--- src/rtl/core/i2c_master_register_access_core_assert.svh ---
// Assertion macros for the top module of the I2C master core RTL.
// No dependencies; expects clk and rst_n in the including scope.
`ifndef I2C_MASTER_REGISTER_ACCESS_CORE_ASSERT_SVH
`define I2C_MASTER_REGISTER_ACCESS_CORE_ASSERT_SVH

// Same-cycle implication, disabled during reset.
`define I2CM_ASSERT_IMPLY(lbl, ante, cons, msg) \
    lbl: assert property (@(posedge clk) disable iff (!rst_n) (ante) |-> (cons)) \
        else $error(msg);

// Next-cycle implication, disabled during reset.
`define I2CM_ASSERT_NEXT(lbl, ante, cons, msg) \
    lbl: assert property (@(posedge clk) disable iff (!rst_n) (ante) |=> (cons)) \
        else $error(msg);

`endif

--- src/rtl/core/i2cm_pkg.sv ---
// Shared types, codes and defaults for the I2C master register-access core.
// No dependencies; used by every module of the core.
package i2cm_pkg;

    localparam int WRITE_DEPTH_DEF = 16;

    localparam logic [7:0] TX_PHASE_RST    = 8'd3;
    localparam logic [7:0] RX_PHASE_RST    = 8'd5;
    localparam logic [7:0] START_HOLD_RST  = 8'd10;

    localparam logic [1:0] OP_TICK  = 2'd0;
    localparam logic [1:0] OP_LOAD  = 2'd1;
    localparam logic [1:0] OP_WRITE = 2'd2;
    localparam logic [1:0] OP_READ  = 2'd3;

    localparam logic [1:0] REG_TX_PHASE   = 2'd0;
    localparam logic [1:0] REG_RX_PHASE   = 2'd1;
    localparam logic [1:0] REG_START_HOLD = 2'd2;

    localparam logic [1:0] STAT_OK        = 2'd0;
    localparam logic [1:0] STAT_ADDR_NACK = 2'd1;
    localparam logic [1:0] STAT_REG_NACK  = 2'd2;
    localparam logic [1:0] STAT_DATA_NACK = 2'd3;

    typedef enum logic [4:0] {
        PH_IDLE   = 5'd0,
        PH_ST_A   = 5'd1,
        PH_ST_B   = 5'd2,
        PH_GAP    = 5'd3,
        PH_TX_SET = 5'd4,
        PH_TX_HI  = 5'd5,
        PH_TX_LO  = 5'd6,
        PH_ACK_LO = 5'd7,
        PH_ACK_HI = 5'd8,
        PH_RX_PRE = 5'd9,
        PH_RX_HI  = 5'd10,
        PH_RX_LO  = 5'd11,
        PH_MA_LO  = 5'd12,
        PH_MA_HI  = 5'd13,
        PH_SP_LO  = 5'd14,
        PH_SP_HI  = 5'd15
    } phase_t;

    typedef enum logic [1:0] {
        STG_ADDR_W = 2'd0,
        STG_REG    = 2'd1,
        STG_ADDR_R = 2'd2,
        STG_DATA   = 2'd3
    } stage_t;

    typedef struct packed {
        logic [7:0] tx_phase;
        logic [7:0] rx_phase;
        logic [7:0] start_hold;
    } cfg_t;

    typedef struct packed {
        logic push;
        logic pop;
        logic clear;
    } fifo_ctrl_t;

    typedef struct packed {
        logic empty;
        logic full;
    } fifo_stat_t;

    typedef struct packed {
        logic [1:0] status;
        logic       busy;
        logic       rdata_valid;
        logic [7:0] rdata;
        logic       sda_released;
        logic       sda_level;
        logic       scl_level;
    } result_t;

endpackage

--- src/rtl/core/i2c_master_register_access_core.sv ---
// Output: the result of each accepted input transfer is registered and valid in the next cycle.
// Throughput: one item per cycle while the output is taken; the sequencer updates its state
// and the output register in the same cycle, and input stalls (s_tready low) while a result waits.
// Reset: rst_n (async, active low) loads tx/rx/start phase ticks 3/5/10, puts the
// sequencer in idle and empties the write FIFO; FIFO storage itself is not cleared.
module i2c_master_register_access_core #(
    parameter int WRITE_DEPTH = i2cm_pkg::WRITE_DEPTH_DEF
) (
    input  logic        clk,
    input  logic        rst_n,
    input  logic        s_tvalid,
    output logic        s_tready,
    input  logic [31:0] s_tdata,   // dev_addr[6:0], reg_addr[14:7], length[22:15],
                                   // wdata[30:23], sda_in[31]
    input  logic [1:0]  s_tuser,   // op[1:0]
    output logic        m_tvalid,
    input  logic        m_tready,
    output logic [15:0] m_tdata,   // scl_level[0], sda_level[1], sda_released[2],
                                   // rdata[10:3], rdata_valid[11], busy_res[12],
                                   // status[14:13], zero[15]
    output logic        m_tlast,   // done_res
    input  logic        psel,
    input  logic        penable,
    input  logic        pwrite,
    input  logic [3:0]  paddr,
    input  logic [31:0] pwdata,
    output logic [31:0] prdata,
    output logic        pready
);

`include "i2c_master_register_access_core_assert.svh"

    i2cm_pkg::cfg_t       cfg_reg, cfg_next;
    i2cm_pkg::fifo_ctrl_t fifo_ctrl;
    i2cm_pkg::fifo_stat_t fifo_stat;
    i2cm_pkg::result_t    seq_result;
    logic [7:0]           fifo_head;
    logic                 seq_done;
    logic                 accept;
    logic                 cfg_wr;
    logic                 m_tvalid_reg, m_tvalid_next;
    i2cm_pkg::result_t    m_result_reg;
    logic                 m_last_reg;

    assign pready   = 1'b1;
    assign cfg_wr   = psel && penable && pwrite && pready;
    assign s_tready = !m_tvalid_reg || m_tready;
    assign accept   = s_tvalid && s_tready;

    always_comb
    begin
        cfg_next = cfg_reg;
        if (cfg_wr)
        begin
            case (paddr[3:2])
                i2cm_pkg::REG_TX_PHASE:   cfg_next.tx_phase   = pwdata[7:0];
                i2cm_pkg::REG_RX_PHASE:   cfg_next.rx_phase   = pwdata[7:0];
                i2cm_pkg::REG_START_HOLD: cfg_next.start_hold = pwdata[7:0];
                default:                  cfg_next = cfg_reg;
            endcase
        end
    end

    always_comb
    begin
        case (paddr[3:2])
            i2cm_pkg::REG_TX_PHASE:   prdata = {24'd0, cfg_reg.tx_phase};
            i2cm_pkg::REG_RX_PHASE:   prdata = {24'd0, cfg_reg.rx_phase};
            i2cm_pkg::REG_START_HOLD: prdata = {24'd0, cfg_reg.start_hold};
            default:                  prdata = 32'd0;
        endcase
    end

    // Hold a result until taken; load a fresh one on every accepted transfer.
    always_comb
    begin
        if (accept)
        begin
            m_tvalid_next = 1'b1;
        end
        else if (m_tready)
        begin
            m_tvalid_next = 1'b0;
        end
        else
        begin
            m_tvalid_next = m_tvalid_reg;
        end
    end

    always_ff @(posedge clk or negedge rst_n)
    begin
        if (!rst_n)
        begin
            cfg_reg.tx_phase   <= i2cm_pkg::TX_PHASE_RST;
            cfg_reg.rx_phase   <= i2cm_pkg::RX_PHASE_RST;
            cfg_reg.start_hold <= i2cm_pkg::START_HOLD_RST;
            m_tvalid_reg       <= 1'b0;
        end
        else
        begin
            cfg_reg      <= cfg_next;
            m_tvalid_reg <= m_tvalid_next;
        end
    end

    always_ff @(posedge clk)
    begin
        if (accept)
        begin
            m_result_reg <= seq_result;
            m_last_reg   <= seq_done;
        end
    end

    i2cm_write_fifo #(
        .DEPTH (WRITE_DEPTH)
    ) u_fifo (
        .clk   (clk),
        .rst_n (rst_n),
        .ctrl  (fifo_ctrl),
        .wdata (s_tdata[30:23]),
        .stat  (fifo_stat),
        .head  (fifo_head)
    );

    i2cm_sequencer u_seq (
        .clk       (clk),
        .rst_n     (rst_n),
        .accept    (accept),
        .op        (s_tuser),
        .dev_addr  (s_tdata[6:0]),
        .reg_addr  (s_tdata[14:7]),
        .length    (s_tdata[22:15]),
        .sda_in    (s_tdata[31]),
        .cfg       (cfg_reg),
        .fifo_stat (fifo_stat),
        .fifo_head (fifo_head),
        .fifo_ctrl (fifo_ctrl),
        .result    (seq_result),
        .done      (seq_done)
    );

    assign m_tvalid = m_tvalid_reg;
    assign m_tlast  = m_last_reg;
    assign m_tdata  = {1'b0, m_result_reg.status, m_result_reg.busy,
                       m_result_reg.rdata_valid, m_result_reg.rdata,
                       m_result_reg.sda_released, m_result_reg.sda_level,
                       m_result_reg.scl_level};

    `I2CM_ASSERT_IMPLY(a_rx_while_busy, m_tvalid && m_tdata[11], m_tdata[12],
        "received byte reported outside a transaction")
    `I2CM_ASSERT_IMPLY(a_done_ends_busy, m_tvalid && m_tlast, !m_tdata[12],
        "done reported while still busy")
    `I2CM_ASSERT_IMPLY(a_status_on_done, m_tvalid && (m_tdata[14:13] != 2'd0), m_tlast,
        "error status without done")
    `I2CM_ASSERT_NEXT(a_out_drains, m_tvalid && m_tready && !(s_tvalid && s_tready),
        !m_tvalid, "result repeated after transfer")

endmodule

--- src/rtl/core/i2cm_write_fifo.sv ---
// Write-byte FIFO with a registered head word for the I2C master core.
// Depends on i2cm_pkg for the control and status structs.
module i2cm_write_fifo #(
    parameter int DEPTH = i2cm_pkg::WRITE_DEPTH_DEF
) (
    input  logic                  clk,
    input  logic                  rst_n,
    input  i2cm_pkg::fifo_ctrl_t  ctrl,
    input  logic [7:0]            wdata,
    output i2cm_pkg::fifo_stat_t  stat,
    output logic [7:0]            head
);

    localparam int AW = (DEPTH > 1) ? $clog2(DEPTH) : 1;
    localparam int CW = $clog2(DEPTH + 1);
    localparam int SW = CW + 1;

    logic [7:0]    mem [DEPTH];
    logic [AW-1:0] rd_ptr_reg, rd_ptr_next;
    logic [CW-1:0] count_reg, count_next;
    logic [7:0]    head_reg;
    logic [SW-1:0] wr_sum;
    logic [AW-1:0] wr_addr;

    // Tail slot is head plus fill count, folded once around the depth.
    assign wr_sum  = SW'(rd_ptr_reg) + SW'(count_reg);
    assign wr_addr = (wr_sum >= SW'(DEPTH)) ? AW'(wr_sum - SW'(DEPTH)) : AW'(wr_sum);

    always_comb
    begin
        rd_ptr_next = rd_ptr_reg;
        count_next  = count_reg;
        if (ctrl.clear)
        begin
            rd_ptr_next = '0;
            count_next  = '0;
        end
        else if (ctrl.pop)
        begin
            rd_ptr_next = (rd_ptr_reg == AW'(DEPTH - 1)) ? '0 : rd_ptr_reg + AW'(1);
            count_next  = count_reg - CW'(1);
        end
        else if (ctrl.push)
        begin
            count_next = count_reg + CW'(1);
        end
    end

    always_ff @(posedge clk or negedge rst_n)
    begin
        if (!rst_n)
        begin
            rd_ptr_reg <= '0;
            count_reg  <= '0;
        end
        else
        begin
            rd_ptr_reg <= rd_ptr_next;
            count_reg  <= count_next;
        end
    end

    // Keep head_reg equal to the entry at the read pointer; bypass a write into it.
    always_ff @(posedge clk)
    begin
        if (ctrl.push)
        begin
            mem[wr_addr] <= wdata;
        end
        if (ctrl.push && (wr_addr == rd_ptr_next))
        begin
            head_reg <= wdata;
        end
        else
        begin
            head_reg <= mem[rd_ptr_next];
        end
    end

    assign head       = head_reg;
    assign stat.empty = (count_reg == '0);
    assign stat.full  = (count_reg == CW'(DEPTH));

endmodule

--- src/rtl/core/i2cm_sequencer.sv ---
// Bus phase sequencer: advances one time unit per tick transfer and forms the result.
// Depends on i2cm_pkg; drives the write FIFO through fifo_ctrl_t.
module i2cm_sequencer (
    input  logic                  clk,
    input  logic                  rst_n,
    input  logic                  accept,
    input  logic [1:0]            op,
    input  logic [6:0]            dev_addr,
    input  logic [7:0]            reg_addr,
    input  logic [7:0]            length,
    input  logic                  sda_in,
    input  i2cm_pkg::cfg_t        cfg,
    input  i2cm_pkg::fifo_stat_t  fifo_stat,
    input  logic [7:0]            fifo_head,
    output i2cm_pkg::fifo_ctrl_t  fifo_ctrl,
    output i2cm_pkg::result_t     result,
    output logic                  done
);

    i2cm_pkg::phase_t phase_reg, phase_next;
    i2cm_pkg::stage_t stage_reg, stage_next;
    logic [7:0] tick_reg, tick_next;
    logic [3:0] bit_reg, bit_next;
    logic [7:0] shift_reg, shift_next;
    logic [7:0] left_reg, left_next;
    logic [6:0] taddr_reg, taddr_next;
    logic [7:0] treg_reg, treg_next;
    logic       is_read_reg, is_read_next;
    logic [1:0] err_reg, err_next;

    logic [7:0] tick_inc;
    logic [7:0] plen;
    logic       leave;
    logic [3:0] bit_inc;
    logic [7:0] rx_shift;
    logic [7:0] left_dec;
    logic       rvalid;
    logic [7:0] rbyte;
    logic       scl, sdal, rel;

    function automatic logic [7:0] phase_len(input i2cm_pkg::phase_t ph,
                                              input i2cm_pkg::cfg_t c);
        logic [7:0] len;
        case (ph)
            i2cm_pkg::PH_ST_A, i2cm_pkg::PH_ST_B, i2cm_pkg::PH_GAP: len = c.start_hold;
            i2cm_pkg::PH_RX_PRE, i2cm_pkg::PH_RX_HI, i2cm_pkg::PH_RX_LO,
            i2cm_pkg::PH_MA_LO, i2cm_pkg::PH_MA_HI: len = c.rx_phase;
            default: len = c.tx_phase;
        endcase
        return len;
    endfunction

    function automatic logic [7:0] stage_byte(input i2cm_pkg::stage_t stg,
                                               input logic [6:0] taddr,
                                               input logic [7:0] treg);
        logic [7:0] b;
        case (stg)
            i2cm_pkg::STG_ADDR_W: b = {taddr, 1'b0};
            i2cm_pkg::STG_REG:    b = treg;
            default:              b = {taddr, 1'b1};
        endcase
        return b;
    endfunction

    assign tick_inc = tick_reg + 8'd1;
    assign plen     = phase_len(phase_reg, cfg);
    assign leave    = (tick_inc >= plen);
    assign bit_inc  = bit_reg + 4'd1;
    assign rx_shift = {shift_reg[6:0], sda_in};
    assign left_dec = (left_reg != 8'd0) ? left_reg - 8'd1 : left_reg;

    // Next state
    always_comb
    begin
        phase_next   = phase_reg;
        stage_next   = stage_reg;
        tick_next    = tick_reg;
        bit_next     = bit_reg;
        shift_next   = shift_reg;
        left_next    = left_reg;
        taddr_next   = taddr_reg;
        treg_next    = treg_reg;
        is_read_next = is_read_reg;
        err_next     = err_reg;
        fifo_ctrl    = '0;
        rvalid       = 1'b0;
        rbyte        = 8'd0;
        done         = 1'b0;
        if (accept)
        begin
            case (op)
                i2cm_pkg::OP_LOAD:
                begin
                    if ((phase_reg == i2cm_pkg::PH_IDLE) && !fifo_stat.full)
                    begin
                        fifo_ctrl.push = 1'b1;
                    end
                end
                i2cm_pkg::OP_WRITE, i2cm_pkg::OP_READ:
                begin
                    if ((phase_reg == i2cm_pkg::PH_IDLE) &&
                        !((op == i2cm_pkg::OP_READ) && (length == 8'd0)))
                    begin
                        taddr_next   = dev_addr;
                        treg_next    = reg_addr;
                        is_read_next = (op == i2cm_pkg::OP_READ);
                        left_next    = (op == i2cm_pkg::OP_READ) ? length : 8'd0;
                        stage_next   = i2cm_pkg::STG_ADDR_W;
                        err_next     = i2cm_pkg::STAT_OK;
                        tick_next    = 8'd0;
                        phase_next   = i2cm_pkg::PH_ST_A;
                    end
                end
                default:
                begin
                    if (phase_reg != i2cm_pkg::PH_IDLE)
                    begin
                        tick_next = tick_inc;
                        if (leave)
                        begin
                            tick_next = 8'd0;
                            case (phase_reg)
                                i2cm_pkg::PH_ST_A: phase_next = i2cm_pkg::PH_ST_B;
                                i2cm_pkg::PH_ST_B, i2cm_pkg::PH_GAP:
                                begin
                                    if (is_read_reg && (phase_reg == i2cm_pkg::PH_ST_B))
                                    begin
                                        phase_next = i2cm_pkg::PH_GAP;
                                    end
                                    else
                                    begin
                                        shift_next = stage_byte(stage_reg, taddr_reg, treg_reg);
                                        bit_next   = 4'd0;
                                        phase_next = i2cm_pkg::PH_TX_SET;
                                    end
                                end
                                i2cm_pkg::PH_TX_SET: phase_next = i2cm_pkg::PH_TX_HI;
                                i2cm_pkg::PH_TX_HI:  phase_next = i2cm_pkg::PH_TX_LO;
                                i2cm_pkg::PH_TX_LO:
                                begin
                                    shift_next = {shift_reg[6:0], 1'b0};
                                    bit_next   = bit_inc;
                                    phase_next = (bit_inc >= 4'd8) ? i2cm_pkg::PH_ACK_LO
                                                                   : i2cm_pkg::PH_TX_SET;
                                end
                                i2cm_pkg::PH_ACK_LO: phase_next = i2cm_pkg::PH_ACK_HI;
                                i2cm_pkg::PH_ACK_HI:
                                begin
                                    if (sda_in)
                                    begin
                                        case (stage_reg)
                                            i2cm_pkg::STG_REG:  err_next = i2cm_pkg::STAT_REG_NACK;
                                            i2cm_pkg::STG_DATA: err_next = i2cm_pkg::STAT_DATA_NACK;
                                            default:            err_next = i2cm_pkg::STAT_ADDR_NACK;
                                        endcase
                                        fifo_ctrl.clear = !is_read_reg;
                                        phase_next = i2cm_pkg::PH_SP_LO;
                                    end
                                    else if (stage_reg == i2cm_pkg::STG_ADDR_W)
                                    begin
                                        stage_next = i2cm_pkg::STG_REG;
                                        if (is_read_reg)
                                        begin
                                            phase_next = i2cm_pkg::PH_GAP;
                                        end
                                        else
                                        begin
                                            shift_next = treg_reg;
                                            bit_next   = 4'd0;
                                            phase_next = i2cm_pkg::PH_TX_SET;
                                        end
                                    end
                                    else if ((stage_reg == i2cm_pkg::STG_REG) && is_read_reg)
                                    begin
                                        stage_next = i2cm_pkg::STG_ADDR_R;
                                        phase_next = i2cm_pkg::PH_ST_A;
                                    end
                                    else if (stage_reg == i2cm_pkg::STG_ADDR_R)
                                    begin
                                        bit_next   = 4'd0;
                                        shift_next = 8'd0;
                                        phase_next = i2cm_pkg::PH_RX_PRE;
                                    end
                                    else if (!fifo_stat.empty)
                                    begin
                                        // pop the next write byte and send it
                                        fifo_ctrl.pop = 1'b1;
                                        stage_next    = i2cm_pkg::STG_DATA;
                                        shift_next    = fifo_head;
                                        bit_next      = 4'd0;
                                        phase_next    = i2cm_pkg::PH_TX_SET;
                                    end
                                    else
                                    begin
                                        phase_next = i2cm_pkg::PH_SP_LO;
                                    end
                                end
                                i2cm_pkg::PH_RX_PRE: phase_next = i2cm_pkg::PH_RX_HI;
                                i2cm_pkg::PH_RX_HI:
                                begin
                                    shift_next = rx_shift;
                                    bit_next   = bit_inc;
                                    if (bit_inc >= 4'd8)
                                    begin
                                        rvalid = 1'b1;
                                        rbyte  = rx_shift;
                                    end
                                    phase_next = i2cm_pkg::PH_RX_LO;
                                end
                                i2cm_pkg::PH_RX_LO:
                                    phase_next = (bit_reg >= 4'd8) ? i2cm_pkg::PH_MA_LO
                                                                   : i2cm_pkg::PH_RX_HI;
                                i2cm_pkg::PH_MA_LO: phase_next = i2cm_pkg::PH_MA_HI;
                                i2cm_pkg::PH_MA_HI:
                                begin
                                    left_next  = left_dec;
                                    bit_next   = 4'd0;
                                    shift_next = 8'd0;
                                    phase_next = (left_dec == 8'd0) ? i2cm_pkg::PH_SP_LO
                                                                    : i2cm_pkg::PH_RX_PRE;
                                end
                                i2cm_pkg::PH_SP_LO: phase_next = i2cm_pkg::PH_SP_HI;
                                default:
                                begin
                                    phase_next = i2cm_pkg::PH_IDLE;
                                    done       = 1'b1;
                                end
                            endcase
                        end
                    end
                end
            endcase
        end
    end

    // Outputs: bus levels follow the phase after this transfer
    always_comb
    begin
        case (phase_next)
            i2cm_pkg::PH_IDLE, i2cm_pkg::PH_ST_A:
            begin
                scl = 1'b1; sdal = 1'b1; rel = 1'b0;
            end
            i2cm_pkg::PH_ST_B, i2cm_pkg::PH_SP_HI:
            begin
                scl = 1'b1; sdal = 1'b0; rel = 1'b0;
            end
            i2cm_pkg::PH_GAP, i2cm_pkg::PH_SP_LO:
            begin
                scl = 1'b0; sdal = 1'b0; rel = 1'b0;
            end
            i2cm_pkg::PH_TX_SET, i2cm_pkg::PH_TX_LO:
            begin
                scl = 1'b0; sdal = shift_next[7]; rel = 1'b0;
            end
            i2cm_pkg::PH_TX_HI:
            begin
                scl = 1'b1; sdal = shift_next[7]; rel = 1'b0;
            end
            i2cm_pkg::PH_ACK_HI, i2cm_pkg::PH_RX_HI:
            begin
                scl = 1'b1; sdal = 1'b1; rel = 1'b1;
            end
            i2cm_pkg::PH_MA_LO:
            begin
                scl = 1'b0; sdal = (left_next <= 8'd1); rel = 1'b0;
            end
            i2cm_pkg::PH_MA_HI:
            begin
                scl = 1'b1; sdal = (left_next <= 8'd1); rel = 1'b0;
            end
            default:
            begin
                scl = 1'b0; sdal = 1'b1; rel = 1'b1;
            end
        endcase
        result.scl_level    = scl;
        result.sda_level    = sdal;
        result.sda_released = rel;
        result.rdata        = rbyte;
        result.rdata_valid  = rvalid;
        result.busy         = (phase_next != i2cm_pkg::PH_IDLE);
        result.status       = done ? err_next : i2cm_pkg::STAT_OK;
    end

    always_ff @(posedge clk or negedge rst_n)
    begin
        if (!rst_n)
        begin
            phase_reg   <= i2cm_pkg::PH_IDLE;
            stage_reg   <= i2cm_pkg::STG_ADDR_W;
            tick_reg    <= 8'd0;
            bit_reg     <= 4'd0;
            shift_reg   <= 8'd0;
            left_reg    <= 8'd0;
            taddr_reg   <= 7'd0;
            treg_reg    <= 8'd0;
            is_read_reg <= 1'b0;
            err_reg     <= i2cm_pkg::STAT_OK;
        end
        else
        begin
            phase_reg   <= phase_next;
            stage_reg   <= stage_next;
            tick_reg    <= tick_next;
            bit_reg     <= bit_next;
            shift_reg   <= shift_next;
            left_reg    <= left_next;
            taddr_reg   <= taddr_next;
            treg_reg    <= treg_next;
            is_read_reg <= is_read_next;
            err_reg     <= err_next;
        end
    end

endmodule
--- config.mk ---
export PLATFORM = sky130hd
export DESIGN_NAME = i2c_master_register_access_core
export DESIGN_NICKNAME = d
export VERILOG_FILES = /design/src/rtl/core/i2cm_pkg.sv /design/src/rtl/core/i2c_master_register_access_core.sv /design/src/rtl/core/i2cm_write_fifo.sv /design/src/rtl/core/i2cm_sequencer.sv
export VERILOG_INCLUDE_DIRS = /design/src /design/src/rtl/core
export SDC_FILE = /design/constraint.sdc
export NUM_CORES = 1
export LEC_CHECK = 0
export BUFFER_PORTS_ARGS = -buffer_cell sky130_fd_sc_hd__buf_2
export CAP_MARGIN = 20
export CORE_ASPECT_RATIO = 0.5
export CORE_MARGIN = 1.5
export CORE_UTILIZATION = 55
export CTS_BUF_LIST = sky130_fd_sc_hd__clkbuf_8
export CTS_CLUSTER_DIAMETER = 40
export DETAILED_ROUTE_END_ITERATION = 8
export PLACE_DENSITY = 0.83
export SYNTH_ARGS = -nofsm -noshare
export SYNTH_HDL_FRONTEND = slang
export SYNTH_SLANG_ARGS = --single-unit
--- constraint.sdc ---
create_clock -name clk -period 5.45 [get_ports clk]
set_input_delay 0.545 -clock clk [delete_from_list [all_inputs] [get_ports clk]]
set_output_delay 0.545 -clock clk [all_outputs]
set_load 0.005 [all_outputs]
# Word-level counts from Yosys, hierarchy flattened
# Memory sizes are Yosys's and may differ from the RTL's. A register that Yosys moved wholly into a read port is not among the register bits.
# Index checks and enable logic that the tools add are counted.
# op_classes
mux	102
addsub	8
n_reduce_logical	52
order_cmp	5
bitwise	6
n_eq_ne	45
# op_table
operator	n
two-way mux 8 bit	21
== test 5 x 4 -> 1 bit (second input constant)	13
one-hot mux 5 bit (13 select lines)	1
one-hot mux 8 bit (2 select lines)	4
two-way mux 5 bit	11
two-way mux 4 bit	12
two-way mux 2 bit	20
one-hot mux 8 bit (5 select lines)	1
== test 5 x 3 -> 1 bit (second input constant)	7
one-hot mux 8 bit (3 select lines)	1
== test 5 x 2 -> 1 bit (second input constant)	4
two-way mux 1 bit	20
AND reduction 10 bit	2
zero test 8 bit	2
one-hot mux 4 bit (4 select lines)	1
zero test 5 bit	3
two-way mux 3 bit	5
nonzero test 5 bit	3
OR reduction 14 bit	1
one-hot mux 2 bit (2 select lines)	3
OR reduction 11 bit	1
== test 2 bit (second input constant)	5
== test 5 x 1 -> 1 bit (second input constant)	2
one-hot mux 5 bit (2 select lines)	1
other kinds (41)	74
# totals
in_bits	77
register_bits	103
output_inout_bits	52
memories	1
word_cells	244
mem_bits_rw	128
# memory_table
name	words	word_bits	read_ports	rd_clocked_by_memory_dff	write_ports	line_no	rtl
u_fifo.mem	16	8	1	1	1	i2cm_write_fifo.sv:18	logic [7:0] mem [DEPTH];

# Depth between registers and ports, before layout
# Gate-level depths: netlist of run 1.
# depth
word_depth	14
ltp_mapped	18
depth_no_buf	18

# Cells and area by module
# Synthesis of run 1 repeated with hierarchy kept, for this count alone.
# hier_totals
cells_unflattened	989
area_unflattened_um2	12082.8
# by_module_without_submodules
module	cells_per_inst	area_per_inst_um2	seq_area_each_um2	instances
i2cm_write_fifo	305	5789.3	4149.0	1
i2cm_sequencer	555	4420.5	1326.3	1
i2c_master_register_access_core	129	1873.0	1113.6	1

# Worst setup path after synthesis of run 1
# OpenSTA, ideal clock, no wires.
# synth_timing
path_type	register to register
startpoint	reg u_seq.phase_reg[3]
endpoint	reg u_fifo.count_reg[4]
slack_ns	1.037
t_required_ns	5.367
n_path_buf	1
arrival_ns	4.330
stages_incl_launch_ff	19
setup_ns	0.083
synth_period_minus_slack_ns	4.413
path_cell_list	dfrtp_1 -> buf_2 -> inv_1 -> a2111oi_2 -> nor2_1 -> nand2_1 -> nand2_1 -> ha_1 -> nand2b_1 -> a2111oi_0 -> o31ai_1 -> nand2_2 -> nor4_4 -> ha_1 -> a21o_1 -> a21oi_1 -> mux2i_1 -> nand3_1 -> o21ai_0
# synth_between
elab_chain_cells	10
elab_cells_between_ends	26
cone_classes	order compare (1); eq/ne (9); mux (10); reduce/logical (6)
# synth_rtl
element	line_no	rtl
start: declaration	i2cm_sequencer.sv:20	i2cm_pkg::phase_t phase_reg, phase_next;
start signal: assignment	i2cm_sequencer.sv:290	phase_reg <= i2cm_pkg::PH_IDLE;
start signal: assignment	i2cm_sequencer.sv:303	phase_reg <= phase_next;
== test 5 x 4 -> 1 bit (tied with other cells)	i2cm_sequencer.sv:44	case (ph)
OR reduction 5 bit or OR reduction 3 bit (tied branches)	i2cm_sequencer.sv:44	
one-hot mux 8 bit (2 select lines)	i2cm_sequencer.sv:44	
>= comparator 8 bit	i2cm_sequencer.sv:67	assign leave = (tick_inc >= plen);
two-way mux 2 bit	i2cm_sequencer.sv:119	if (leave)
two-way mux 2 bit	i2cm_sequencer.sv:116	if (phase_reg != i2cm_pkg::PH_IDLE)
two-way mux 2 bit	i2cm_sequencer.sv:91	case (op)
two-way mux 3 bit *	i2cm_sequencer.sv:89	if (accept)
two-way mux 5 bit	i2cm_write_fifo.sv:38	else if (ctrl.pop)
two-way mux 5 bit	i2cm_write_fifo.sv:33	if (ctrl.clear)
end signal: assignment	i2cm_write_fifo.sv:59	count_reg <= count_next;
end: declaration	i2cm_write_fifo.sv:20	logic [CW-1:0] count_reg, count_next;
# Every way passes the cells marked *; elsewhere a longest branch is shown, timed or not.
# A chain may end at the register's enable or synchronous reset.

# Worst setup path after layout of run 1
# layout_timing
startpoint	reg u_seq.phase_reg[2]
endpoint	reg u_seq.bit_reg[3]
# layout_between
elab_chain_cells	5
elab_cells_between_ends	26
cone_classes	order compare (1); eq/ne (15); mux (2); reduce/logical (8)
# layout_rtl
element	line_no	rtl
== test 5 x 4 -> 1 bit (tied with other cells)	i2cm_sequencer.sv:44	
OR reduction 5 bit or OR reduction 3 bit (tied branches)	i2cm_sequencer.sv:44	
one-hot mux 8 bit (2 select lines)	i2cm_sequencer.sv:44	
>= comparator 8 bit	i2cm_sequencer.sv:67	
AND reduction 10 bit (no source line)	-	
end signal: assignment	i2cm_sequencer.sv:306	bit_reg <= bit_next;
end: declaration	i2cm_sequencer.sv:23	logic [3:0] bit_reg, bit_next;
# Several ways; a longest one is shown, not always the timed one.

==> flow_summary.yaml, run 1 <==
placement:
  place.gp.congestion: 0.904
  portBuffers: 76
  post-dp-hpwl_um: 17900
global_routing:
  grt_pass1_vias: 7638
  grt_usage_pct: 24.1
  grt_pass1_wl_um: 41300
  grt_overflow_total: 0
  grt_max_degree: 61
  antenna_found_initial: 0
cts:
  post-cts-setup-buffer-count: 0
  cts_tree: "built"
  ctsHoldBuffers: 1
  h-tree-depth: 2
  clock_latency_ns: 0.53
  clockBufferDepth: 3
  numCtsBuffers: 34
  cts.sinks: 235
  cts_resized: 0
  cts_root_buffer: "clkbuf_8"
  path_clk_slew_ns: 0.07
yosys:
  syn_avg_cell_area_um2: 12.6
  yosys_warnings: 0
  async_flop_share_pct: 37.0
  synth_area_mm2: 0.0115
  yosysSeqAreaShare_pct: 57.5
  ys_types: 77
  syn_inst: 910
  ys.flop_type: "edfxtp_1"
  synth_edf_count: 144
  ys_ff_latch: 235
floorplan:
  die_x_um: 207
  die_y_um: 105
  fp.dieArea_mm2: 0.0218
  io_pins: 129
  coreArea_mm2: 0.0205
  rows: 37
  start_util_pct: 55.9
critical_path:
  critPathLaunchType: "register"
  crit_path_end_kind: "register"
  cp.required_ns: 5.86
  worstPathArrival_ns: 5.18
  crit_path_max_fanout: 20
  crit_type: "reg2reg"
final_layout:
  fin_util_pct: 61.6
  final_common_cell: "edfxtp_1"
  largest_register_ffs: 128
  layout_common_cells: "144 x edfxtp_1, 114 x nand2_1, 81 x dfrtp_1"
  syn2layout_area_growth_pct: 10.3
  final_nets: 1092
  layout-drive-gt1-share_pct: 22.5
  diodes: 0
hold_path:
  hold_class: "in2reg"
run_status:
  status: "finished, violations left"
  violations: "design-rule violations"
sta:
  rsz0062_at_grt: "no"
  finalSetupViolations: 0
  finalCriticalPeriod_ns: 4.77
  slew_headroom_pct: 35.7
  tightestPinTransition_ns: 0.955
  clock_skew_ns: 0.0327
  hold_viol_final: 0
  fin_crit_sh_pct: 87.5
  tns_ns: 0
  fmax_ghz: 0.210
  drv_slew: 0
detailed_routing:
  first_pass_iters: 7
  drc: 6
  drt_iter0_markers: 1081
  wl_um: 25600
  postRouteAntennaNets: 0
  vias_per_cell: 6.06
  wire_per_inst_um: 19.9
  vias: 7819
job:
  max_cap_viol_count: 0
power_and_ir_drop:
  power.density_mw_per_mm2: 376
  leakagePower_uw: 0.00497
  peakVddDrop_v: 0.000177
==> metal layers <==
layer | track usage [%] | share of wire (%) | vias to the layer above
met4 | 6.09 | 1.8 | 0
met5 | 0 | 0 | -
met1 | 33.8 | 44 | 3916
met3 | 5.50 | 6.8 | 55
li1 | - | - | 3546
met2 | 38.4 | 47 | 302
==> Yosys cell counts (all sizes together), types with 9 or more instances <==
library cell,n,area share (%)
a21oi,40,1.7
a22o,9,0.69
and2,13,0.71
buf,46,2.6
clkbuf,20,0.66
dfrtp,81,18
edfxtp,144,38
ha,20,2.2
inv,23,0.75
mux2,34,3.3
mux2i,14,1.2
mux4,39,7.7
nand2,115,3.8
nand2b,15,0.82
nand3,17,0.74
nor2,63,2.1
nor3,14,0.61
o21ai,42,1.9
xnor2,10,0.76
==> cell families after synthesis <==
logic type | share of synthesized area [%]
adders and majority gates | 2.53
muxes | 12.2
DFF | 57.5
and+or+nand+nor | 12.0
xor gates and xnor gates | 1.38
AOI/OAI and AO/OA | 10.3
other | 0.0655
buffers and inverters | 3.99
==> worst paths after layout <==
path | startpoint | end | slack (ns) | depth (start not counted)
worst max-delay path | u_seq.phase_reg[2]$_DFF_PN0_ | u_seq.bit_reg[3]$_DFFE_PN0P_ | 0.68 | 17
worst min-delay path | s_tdata[4] | u_seq.taddr_reg[4]$_DFFE_PN0P_ | 0.22 | 3
worst max register to register | u_seq.phase_reg[2]$_DFF_PN0_ | u_seq.bit_reg[3]$_DFFE_PN0P_ | 0.68 | 17
worst min register to register | u_seq.taddr_reg[1]$_DFFE_PN0P_ | u_seq.taddr_reg[1]$_DFFE_PN0P_ | 0.48 | 2
max in group asynchronous | rst_n | u_seq.left_reg[2]$_DFF_PN0_ | 3.84 | 3
min in group asynchronous | rst_n | cfg_reg[9]$_DFFE_PN0P_ | 0.48 | 2
==> critical path: stages (launching register included) <==
cell and delay, ns:
dfrtp_1 0.55, or2_2 0.39, nor2_1 0.12, a2111oi_2 0.05, buf_4 0.20, nor2_1 0.27
buf_4 0.20, a21oi_1 0.08, ha_1 0.27, o21a_1 0.11, nor2_1 0.05, o31ai_1 0.28
buf_4 0.26, nand2_2 0.16, or3_1 0.44, a41oi_1 0.25, o21a_1 0.58, mux2_2 0.40
==> where the power goes <==
group / total, uW / internal [uW] / switching [uW]
logic: 1090 / 467 / 628
clock network: 1340 / 657 / 679
registers: 2330 / 2100 / 231
==> cell type report <==
| cell class | instances | area [um2] |
|---|---|---|
| fillers | 1575 | 7870 |
| multi-input cells | 610 | 4500 |
| clock buffers | 35 | 482 |
| well taps | 273 | 342 |
| clock inverters | 26 | 148 |
| repair buffers | 89 | 490 |
| inverters | 23 | 86.3 |
| flip-flops and latches | 235 | 6590 |
==> metrics by stage <==
step	instance area [um2]	std cells	hold slack, ns	setup slack (ns)	power [uW]
2_1_floorplan	11500	934	0.249	1.04	3110
3_3_place_gp	12000	1228	0.446	0.820	3390
3_5_place_dp	12000	1228	0.459	0.696	3440
4_1_cts	12600	1290	0.201	0.688	4760
5_1_grt	12600	1291	0.210	0.305	5030
6_report	12600	1291	0.219	0.679	4760
No activity file was read; power rests on OpenSTA's default activity.
==> inputs of run 2 (changes only) <==
--- a/config.mk
+++ b/config.mk
@@ -8,9 +8,11 @@
 export LEC_CHECK = 0
 export BUFFER_PORTS_ARGS = -buffer_cell sky130_fd_sc_hd__buf_2
 export CAP_MARGIN = 20
+export CELL_PAD_IN_SITES_DETAIL_PLACEMENT = 0
+export CELL_PAD_IN_SITES_GLOBAL_PLACEMENT = 2
 export CORE_ASPECT_RATIO = 0.5
 export CORE_MARGIN = 1.5
-export CORE_UTILIZATION = 55
+export CORE_UTILIZATION = 42
 export CTS_BUF_LIST = sky130_fd_sc_hd__clkbuf_8
 export CTS_CLUSTER_DIAMETER = 40
 export DETAILED_ROUTE_END_ITERATION = 8
==> run 2 against run 1 <==
Compared with the run above:
- the run now ends clean
- non-clock buffer count is 13 higher
- cell count is 7.4% higher
- critical path depth is 2 higher
- die area is 30% higher
- design area is 1.7% higher
- clock power is 4% higher
- largest power group unchanged
==> flow_summary.yaml, run 2 (synthesis results as in run 1) <==
final_layout:
  syn2layout_area_growth_pct: 12.2
  final_nets: 1107
  layout_common_cells: "144 x edfxtp_1, 114 x nand2_1, 81 x dfrtp_1"
  largest_register_ffs: 128
  final_common_cell: "edfxtp_1"
  layout-drive-gt1-share_pct: 23.5
  diodes: 0
critical_path:
  r2r_cells: 19
  critPathLaunchType: "register"
  ff2ff_setup_slack_ns: 0.77
  crit_path_end_kind: "register"
  reg2reg_from: "u_seq.phase_reg[2]$_DFF_PN0_"
  worstPathArrival_ns: 5.15
  cp.required_ns: 5.92
  crit_type: "reg2reg"
  rr_endpoint: "u_fifo.count_reg[4]$_DFFE_PN0P_"
  crit_path_max_fanout: 15
power_and_ir_drop:
  peakVddDrop_v: 0.000188
  seqPwrFrac_pct: 48.3
  power_switching_share_pct: 32.8
  intPower_uw: 3240
  p_switching_uw: 1580
  power.density_mw_per_mm2: 375
  clkPwrFrac_pct: 28.8
  combPwrFrac_pct: 22.9
  leakagePower_uw: 0.00504
sta:
  rsz0062_at_grt: "no"
  clock_skew_ns: 0.0267
  finalSetupViolations: 0
  whs_ns: 0.201
  drv_slew: 0
  tns_ns: 0
  fmax_ghz: 0.214
  finalCriticalPeriod_ns: 4.68
  layout_setup_ws_ns: 0.769
  slew_headroom_pct: 26.3
  tightestPinTransition_ns: 1.10
  fin_crit_sh_pct: 85.9
  hold_viol_final: 0
detailed_routing:
  vias_per_cell: 5.54
  vias: 7683
  dr_wl_met2_um: 12600
  drc: 0
  wl_met3_um: 1560
  first_pass_iters: 5
  wl_met1_um: 12600
  wire_per_inst_um: 19.6
  drt_iter0_markers: 629
  postRouteAntennaNets: 0
  wl_um: 27200
  top_layer_used: "met4"
placement:
  pre_cts_ws_ns: 0.843
  portBuffers: 76
  post-dp-hpwl_um: 18100
  place.gp.congestion: 0.874
global_routing:
  grt_overflow_total: 0
  grt_pass1_vias: 7554
  antenna_found_initial: 0
  grt_max_degree: 53
  grt_pass1_wl_um: 42700
  grt_usage_pct: 19.5
cts:
  numCtsBuffers: 36
  cts_root_buffer: "clkbuf_8"
  path_clk_slew_ns: 0.07
  cts_resized: 0
  clockBufferDepth: 3
  h-tree-depth: 2
  cts.sinks: 235
  cts_tree: "built"
  clock_latency_ns: 0.55
hold_path:
  hold-path-endpoint: "u_seq.taddr_reg[3]$_DFFE_PN0P_"
  hp-start: "s_tdata[3]"
  min_path_cells: 3
  hold_class: "in2reg"
floorplan:
  die_y_um: 120
  coreArea_mm2: 0.0266
  die_x_um: 237
  io_pins: 129
  fp.dieArea_mm2: 0.0283
  rows: 42
  start_util_pct: 43.0
job:
  max_cap_viol_count: 0
run_status:
  status: "completed"
[run 2: changes by cell type in the layout (fill, tap and decap cells not counted)]
cell,before,now
dfxtp_1,2,3
clkinvlp_4,0,2
clkbuf_8,35,39
bufinv_16,1,0
buf_4,12,25
inv_4,2,0
clkinv_2,5,3
buf_2,75,76
buf_8,1,0
inv_6,1,2
inv_1,35,34
clkinv_1,4,7
dfxtp_2,2,1
[run 2: metal layers]
metal	GRT usage, %	vias up
met5	0	-
met4	5.25	0
met3	3.86	38
met1	27.2	3840
li1	-	3571
met2	31.3	234
[run 2: worst max path at each step]
stage               slack, ns                         endpoint                    startpoint
finish                   0.77  u_fifo.count_reg[4]$_DFFE_PN0P_  u_seq.phase_reg[2]$_DFF_PN0_
global route             0.29  u_fifo.count_reg[4]$_DFFE_PN0P_  u_seq.phase_reg[3]$_DFF_PN0_
CTS                      0.79  u_fifo.count_reg[4]$_DFFE_PN0P_  u_seq.phase_reg[2]$_DFF_PN0_
detailed placement       0.84  u_fifo.count_reg[4]$_DFFE_PN0P_  u_seq.phase_reg[2]$_DFF_PN0_
global placement         0.83  u_fifo.count_reg[4]$_DFFE_PN0P_  u_seq.phase_reg[2]$_DFF_PN0_
floorplan                1.04  u_fifo.count_reg[4]$_DFFE_PN0P_  u_seq.phase_reg[3]$_DFF_PN0_
[run 2: repair_timing]
action / in CTS / in global routing
hold endpoints to repair: 35 / 0
buffers inserted: 0 / 0
hold buffers: 1 / 0
[run 2: metrics by stage]
step / instances / area (um2) / util (%) / total power, uW
floorplan: 934 / 11500 / - / 3110
global placement: 1320 / 12200 / 45.7 / 3430
detailed placement: 1320 / 12200 / 45.7 / 3460
CTS: 1386 / 12900 / 48.3 / 4860
global route: 1387 / 12900 / 48.3 / 5120
finish: 1387 / 12900 / 48.3 / 4820
[run 2: worst max-delay path, stage by stage (launching register included)]
cell       delay [ns]
dfrtp_1          0.56
or2_2            0.40
nor2_1           0.13
a2111oi_2        0.06
buf_4            0.21
a22oi_1          0.19
nand2_1          0.08
ha_1             0.28
nand2b_1         0.14
a2111oi_0        0.61
o31ai_1          0.23
nand2_2          0.25
nor4_4           0.08
buf_4            0.19
fa_1             0.42
a21o_1           0.20
a21oi_1          0.17
mux2i_1          0.24
nand3_1          0.09
o21ai_0          0.08
[run 2: final cells by class]
cell class,instances,area (um2)
Fill cell,2425,13800
Clock buffer,39,537
Tap cell,352,440
Timing Repair Buffer,102,578
Inverter,23,86.3
Sequential cell,235,6590
Multi-Input combinational cell,610,4500
Clock inverter,26,126
[run 2: power by group through the flow]
| stage | sequential [uW] | combinational, uW | clock [uW] |
|---|---|---|---|
| final | 2330 | 1100 | 1390 |
| after floorplan | 2250 | 856 | 0 |
| after detailed placement | 2360 | 1090 | 0 |
| after global routing | 2360 | 1240 | 1510 |
| after CTS | 2330 | 1100 | 1430 |
| after global placement | 2360 | 1080 | 0 |
